**config.mk**
```make
export PLATFORM = sky130hd
export DESIGN_NAME = tss_ctrl
export DESIGN_NICKNAME = d
export VERILOG_FILES = /design/src/tss_pkg.sv /design/src/tss_ctrl.sv
export SDC_FILE = /design/constraint.sdc
export NUM_CORES = 1
export LEC_CHECK = 0
export ABC_AREA = 1
export BUFFER_PORTS_ARGS = -buffer_cell sky130_fd_sc_hd__buf_2
export CORE_MARGIN = 1.5
export CORE_UTILIZATION = 25
export CTS_BUF_LIST = sky130_fd_sc_hd__clkbuf_16
export DETAILED_ROUTE_END_ITERATION = 7
export GPL_ROUTABILITY_DRIVEN = 0
export PLACE_DENSITY_LB_ADDON = 0.15
export SYNTH_ARGS = -nofsm -noshare
export SYNTH_HDL_FRONTEND = slang
export SYNTH_SLANG_ARGS = --single-unit
```
**constraint.sdc**
```tcl
create_clock -name aclk -period 1.31 [get_ports aclk]
set_clock_uncertainty 0.05 [all_clocks]
set_input_delay 0.262 -clock aclk [delete_from_list [all_inputs] [get_ports aclk]]
set_output_delay 0.262 -clock aclk [all_outputs]
set_load 0.05 [all_outputs]
```
**src/tss_pkg.sv**
```systemverilog
`default_nettype none

package tss_pkg;

    // Score memory geometry.
    localparam int SCORE_DEPTH = 1024;
    localparam int ADDR_W      = $clog2(SCORE_DEPTH);
    localparam int BYTE_W      = 8;

    // Note-to-period arithmetic.
    localparam int FREQ_W    = 12;
    localparam int NUMER_W   = 18;
    localparam int PERIOD_W  = 11;
    localparam int WAIT_W    = 9;
    localparam int DIV_STEPS = NUMER_W;
    localparam int DIV_CNT_W = $clog2(DIV_STEPS);

    localparam logic [BYTE_W-1:0]  CMD_STOP   = 8'hFF;
    localparam logic [FREQ_W-1:0]  FREQ_BASE  = 12'd220;
    localparam logic [NUMER_W-1:0] DIVIDEND   = 18'd131072;
    localparam logic [FREQ_W-1:0]  PERIOD_TOP = 12'd2048;

    // Stream word widths.
    localparam int S_DATA_W = 24;
    localparam int M_DATA_W = 24;

    typedef enum logic [1:0] {
        MODE_LOAD  = 2'd0,
        MODE_START = 2'd1,
        MODE_STOP  = 2'd2,
        MODE_TICK  = 2'd3
    } mode_t;

    typedef enum logic [2:0] {
        ST_IDLE,
        ST_FETCH_CMD,
        ST_CHECK_CMD,
        ST_GET_NOTE,
        ST_GET_DUR,
        ST_DIVIDE,
        ST_EMIT
    } state_t;

    // Commands from the controller to the datapath.
    typedef struct packed {
        logic mem_wr;
        logic start;
        logic clear_play;
        logic wait_dec;
        logic rd_byte;
        logic latch_note;
        logic set_wait;
        logic stage_silence;
        logic stage_tone;
        logic div_start;
        logic div_step;
        logic emit;
    } dp_cmd_t;

    // Status from the datapath to the controller.
    typedef struct packed {
        logic playing;
        logic wait_zero;
        logic byte_is_stop;
        logic byte_zero;
        logic div_last;
        logic out_free;
    } dp_stat_t;

endpackage

`default_nettype wire

```
**src/tss_ctrl.sv**
```systemverilog
`default_nettype none

module tss_ctrl (
    input  wire logic              aclk,
    input  wire logic              aresetn,
    input  wire logic              s_tvalid,
    input  wire tss_pkg::mode_t    mode,
    input  wire tss_pkg::dp_stat_t stat,
    output logic                   s_tready,
    output tss_pkg::dp_cmd_t       cmd,
    output tss_pkg::state_t        state
);
    import tss_pkg::*;

    state_t state_reg;
    state_t state_next;
    logic   accept;

    assign state    = state_reg;
    assign s_tready = (state_reg == ST_IDLE);
    assign accept   = s_tvalid && s_tready;

    // State register.
    always_ff @(posedge aclk) begin
        if (!aresetn) begin
            state_reg <= ST_IDLE;
        end else begin
            state_reg <= state_next;
        end
    end

    // Next state.
    always_comb begin
        state_next = state_reg;
        unique case (state_reg)
            ST_IDLE: begin
                if (accept) begin
                    if (mode == MODE_STOP) begin
                        state_next = ST_EMIT;
                    end else if (mode == MODE_TICK && stat.playing && stat.wait_zero) begin
                        state_next = ST_FETCH_CMD;
                    end
                end
            end
            ST_FETCH_CMD: state_next = ST_CHECK_CMD;
            ST_CHECK_CMD: begin
                state_next = stat.byte_is_stop ? ST_EMIT : ST_GET_NOTE;
            end
            ST_GET_NOTE:  state_next = ST_GET_DUR;
            ST_GET_DUR: begin
                state_next = stat.byte_zero ? ST_IDLE : ST_DIVIDE;
            end
            ST_DIVIDE: begin
                if (stat.div_last) begin
                    state_next = ST_EMIT;
                end
            end
            ST_EMIT: begin
                if (stat.out_free) begin
                    state_next = ST_IDLE;
                end
            end
            default: state_next = ST_IDLE;
        endcase
    end

    // Datapath commands.
    always_comb begin
        cmd = '0;
        unique case (state_reg)
            ST_IDLE: begin
                if (accept) begin
                    cmd.mem_wr = (mode == MODE_LOAD);
                    cmd.start  = (mode == MODE_START);
                    if (mode == MODE_STOP) begin
                        cmd.clear_play    = 1'b1;
                        cmd.stage_silence = 1'b1;
                    end
                    cmd.wait_dec = (mode == MODE_TICK) && stat.playing && !stat.wait_zero;
                end
            end
            ST_FETCH_CMD: cmd.rd_byte = 1'b1;
            ST_CHECK_CMD: begin
                if (stat.byte_is_stop) begin
                    cmd.clear_play    = 1'b1;
                    cmd.stage_silence = 1'b1;
                end else begin
                    cmd.rd_byte = 1'b1;
                end
            end
            ST_GET_NOTE: begin
                cmd.latch_note = 1'b1;
                cmd.rd_byte    = 1'b1;
            end
            ST_GET_DUR: begin
                cmd.set_wait = 1'b1;
                if (!stat.byte_zero) begin
                    cmd.stage_tone = 1'b1;
                    cmd.div_start  = 1'b1;
                end
            end
            ST_DIVIDE: cmd.div_step = 1'b1;
            ST_EMIT:   cmd.emit = stat.out_free;
            default:   cmd = '0;
        endcase
    end

endmodule

`default_nettype wire

```
# After elaboration in Yosys (flattened, before gate mapping)
# Index checks and enable logic that the tools add are counted.
# word_totals
regBits,3
word_cells,47
input_bits,11
# op_classes
muxes,24
eq_ne,13
n_reduce_logical,9
# ops
op,count
$mux W3,7
$pmux W3 S7,1
$eq A3 B3 Y1 const B,3
$mux W1,9
$eq A3 B2 Y1 const B,2
$mux W2,3
$pmux W1 S2,3
$eq A2 B2 Y1 const B,2
$logic_and A1 B1 Y1,4
$mux W4,1
$ne A2 B2 Y1 const B,2
$reduce_and A4 Y1,1
$eq A3 B1 Y1 const B,1
$logic_not A3 Y1,1
$ne A3 B1 Y1 const B,1
$eq A2 B1 Y1 const B,1
$logic_not A2 Y1,1
$ne A2 B1 Y1 const B,1
$reduce_or A2 Y1,1
$logic_not A1 Y1,1

# Depth between registers and ports, before layout
# depth
ltp_word,7
mapped_depth,9

# Worst setup path before layout
# No wires, ideal clock.
# synth_timing
path_kind,reg-to-output
from,register state_reg[0] (netlist: state[0])
to,output cmd[9] (netlist bit)
path_stages_with_launch,8
path_buffers,2
arrival_ps,2441
setup_slack_ps,-1443
cell_sequence,dfxtp_1 buf_6 nor2_4 nand2_4 inv_2 nand2_1 o22ai_1 buf_4
# synth_lines
item,line,rtl
"start, declared",tss_ctrl.sv:15,state_t state_reg;
"start signal, assigned",tss_ctrl.sv:28,state_reg <= state_next;
"end, declared",tss_ctrl.sv:10,"output tss_pkg::dp_cmd_t cmd,"

==> impl_results.md <==
- Final instance area: 0.00105 mm^2
- Worst skew pair latency: between 200 and 250 ps
- Critical Path RT: 1000 ps
- GR Overflow Total: 0
- Ports: 27
- Worst-path clk slew: approximately 30 ps
- Cts bufs inserted: 3
- Sink Count: 3
- Vias in the first global route: 602
- Buf/Inv on CP: 2
- Total GRT Usage: 16.7%
- Cell area after synthesis: ~430 um^2
- Total nets after synthesis: between 80 and 90
- Setup crit start kind: register
- Routed length per instance: between 10 and 15 um
- Clock Power Share: around 17%
- Combinational Power Share: ~77%
- Initial Utilization: between 20% and 30%
- TritonCTS clock tree: built
- DP Area: 754 um^2
- Synth-to-layout area growth: 143%
- Reg power frac: about 6.6%
- Vias per inst: approximately 4.6
- 1st-pass router iterations: 5
- Antenna Diode Count: 0
- HPWL after detailed placement: 1040 um
- Cells after Synth: 73
- CP cell instances: nor2_4, nand2_4, inv_8, nand2_8, o22ai_4, buf_6
- Netlist cell types: 20
- Final ANT Viol Nets: 0
- Worst path depth: 6
- Setup TNS: -2570 ps
- Die Width: ~44 um
- Crit end category: output port
- Core ar.: ~0.0016 mm^2
- Detailed-route via count: between 600 and 700
- Slack of the critical path: -237 ps
- Largest net degree at the start of global routing: 8
- I/O Buffers: 26
- First-pass GRT wire length: about 2300 um
- Iter 0 DRT Violations: 14
- Post-synthesis sequential area ratio: around 14%
- RR Startpoint: state[0]$_SDFFE_PN0P_
- Cell area power density: roughly 2700 mW/mm^2
- Worst setup startpoint: state[0]$_SDFFE_PN0P_
- Worst Path Max Fanout: 4
- Nets@finish: 130
- Full die area: ~0.0020 mm^2
- Status: complete, but fails checks
- Fraction of layout cells with a size suffix above 1: roughly three quarters
- Slew Viols, Final: 0
- CP Capture Point: cmd[4]
- VDD IR-drop max: 1.44 mV
- CP max stage delay: between 300 and 400 ps
- P_int: around 1.4 mW
- Clk buf depth: 2
- RR Endpoint: state[2]$_SDFFE_PN0P_
- Maximum clock frequency: 646 MHz
- Final setup vio count: 16
- YS warnings: 0
- Root buffer cell: clkbuf_16
- Hold Buf Count CTS: 0
- Min Hold Slack: around 240 ps
- Worst hold path class: in2reg
- Worst slew margin: between 80 and 90%
- Mean area per synthesized cell: around 5.9 um^2
- Crit path max-delay cell type: dfxtp_4
- Pin slew with the least headroom to its limit: between 200 and 250 ps
- Tcrit/Tclk final: 118%
- Worst Path Arrival: about 1200 ps
- Critical path class: reg2out
- RSZ-0062 raised after global routing: true
- Final hold violations: 0
- FILL cells: 138
- DR DRC count: 0
- #FFs+latches synth: 3
- Cell family with most CP delay: flip-flops
- Sw Share: 49.8%
- Failing checks: negative setup slack
- Leak: between 0.5 and 0.6 nW
- Reg2Reg Depth: 9
- Final WL: 1390 um
- FP Rows: 14
- Post-layout min period: 1550 ps
- Flop-to-flop setup slack: -100 ps
- Die H: 44.5 um
- Psw: between 1 and 1.5 mW
- Max FFs per register: 3
- CTS H-tree depth: 1
- Max-cap violations: 0
- Antenna violations before repair: 0
-- worst min-delay path by stage --
stage                       start               endpoint  slack (ps)  depth (start not counted)
after floorplan           aresetn  state[0]$_SDFFE_PN0P_         320                          2
after global placement    aresetn  state[0]$_SDFFE_PN0P_         460                          3
after detailed placement  aresetn  state[0]$_SDFFE_PN0P_         460                          3
after CTS                 aresetn  state[0]$_SDFFE_PN0P_         230                          3
after global routing      aresetn  state[0]$_SDFFE_PN0P_         250                          3
final                     aresetn  state[0]$_SDFFE_PN0P_         240                          3
-- cell usage in the layout (no fill, tap or decap) --
master | synthesis | routed
buf_2 | 0 | 12
buf_4 | 2 | 14
buf_6 | 1 | 14
buf_8 | 0 | 3
clkbuf_16 | 0 | 3
clkbuf_4 | 0 | 1
clkinvlp_4 | 0 | 1
dfxtp_4 | 0 | 3
inv_1 | 14 | 11
inv_2 | 4 | 5
inv_4 | 0 | 1
inv_8 | 0 | 1
nand2_1 | 9 | 6
nand2_2 | 3 | 3
nand2_4 | 1 | 3
nand2_8 | 0 | 1
nand3_1 | 6 | 3
nand3_2 | 3 | 4
nand3_4 | 0 | 2
nand3b_1 | 1 | 1
nand4_1 | 2 | 2
nor2_1 | 8 | 6
nor2_2 | 5 | 5
nor2_4 | 2 | 4
nor3_4 | 0 | 4
o211ai_1 | 1 | 1
o21ai_1 | 1 | 1
o21ai_2 | 0 | 2
o22ai_4 | 0 | 1
-- timing repair --
item,4_1_cts,5_1_grt
setup endpoints to repair,14,17
resized for setup,36,17
buffers inserted,4,1
pin swaps,6,6
cloned,0,0
-- area by class of cell --
type                            count  area [um^2]  area share [%]
Timing Repair Buffer               44          375            35.9
Clock inverter                      1         3.75           0.359
Tap cell                           16         20.0            1.91
Multi-Input combinational cell     49          419            40.1
Clock buffer                        3         75.1            7.18
Sequential cell                     3         71.3            6.82
Inverter                           18         81.3            7.78
-- power by group through the flow --
| stage | Combinational, mW | Sequential, mW | Clock, mW |
|---|---|---|---|
| 2_1_floorplan | 1.12 | 0.321 | 0 |
| 3_3_place_gp | 1.64 | 0.180 | 0 |
| 3_5_place_dp | 1.64 | 0.181 | 0 |
| 4_1_cts | 1.94 | 0.185 | 0.478 |
| 5_1_grt | 2.29 | 0.190 | 0.492 |
| 6_report | 2.14 | 0.186 | 0.474 |
-- synth_stat cells --
cell type,number,area (um^2)
buf_4,2,15.0
buf_6,1,11.3
dfxtp_1,3,60.1
inv_1,14,52.6
inv_2,4,15.0
nand2_1,9,33.8
nand2_2,3,18.8
nand2_4,1,11.3
nand3_1,6,30.0
nand3_2,3,30.0
nand3b_1,1,7.51
nand4_1,2,12.5
nor2_1,8,30.0
nor2_2,5,31.3
nor2_4,2,22.5
nor3_1,4,20.0
o211ai_1,1,7.51
o21ai_0,2,10.0
o21ai_1,1,5.00
o22ai_1,1,6.26
-- logic make-up after synthesis --
logic type / synth area share (%)
compound gates: 6.69
buf+inv: 21.8
flops: 14.0
simple gates: 57.6
-- per-layer routing --
metal	GRT usage [%]	vias to the layer above	wire length [um]
met5	0	-	0
met4	9.09	0	17
met3	4.08	3	34
met2	26.4	18	715
met1	20.6	272	626
li1	-	318	-
-- stage by stage --
stage / total power, mW / cells / utilization, % / setup WS, ps
after detailed placement: 1.82 / 125 / 48.4 / -118
final: 2.80 / 134 / 67.1 / -237
after CTS: 2.61 / 133 / 63.3 / -246
after global routing: 2.97 / 134 / 67.1 / -306
after global placement: 1.82 / 125 / 48.4 / -99.2
after floorplan: 1.44 / 73 / - / -566
-- worst register-to-register path, cell delays in order, from the launching register on --
cell	delay, ps
dfxtp_4	350
buf_4	150
nor2_2	40
nand3b_1	130
clkinvlp_4	150
buf_4	150
nor2_1	80
o21ai_1	80
nor2_1	90
nor2_1	40
No activity file was read; power rests on OpenSTA's default activity.
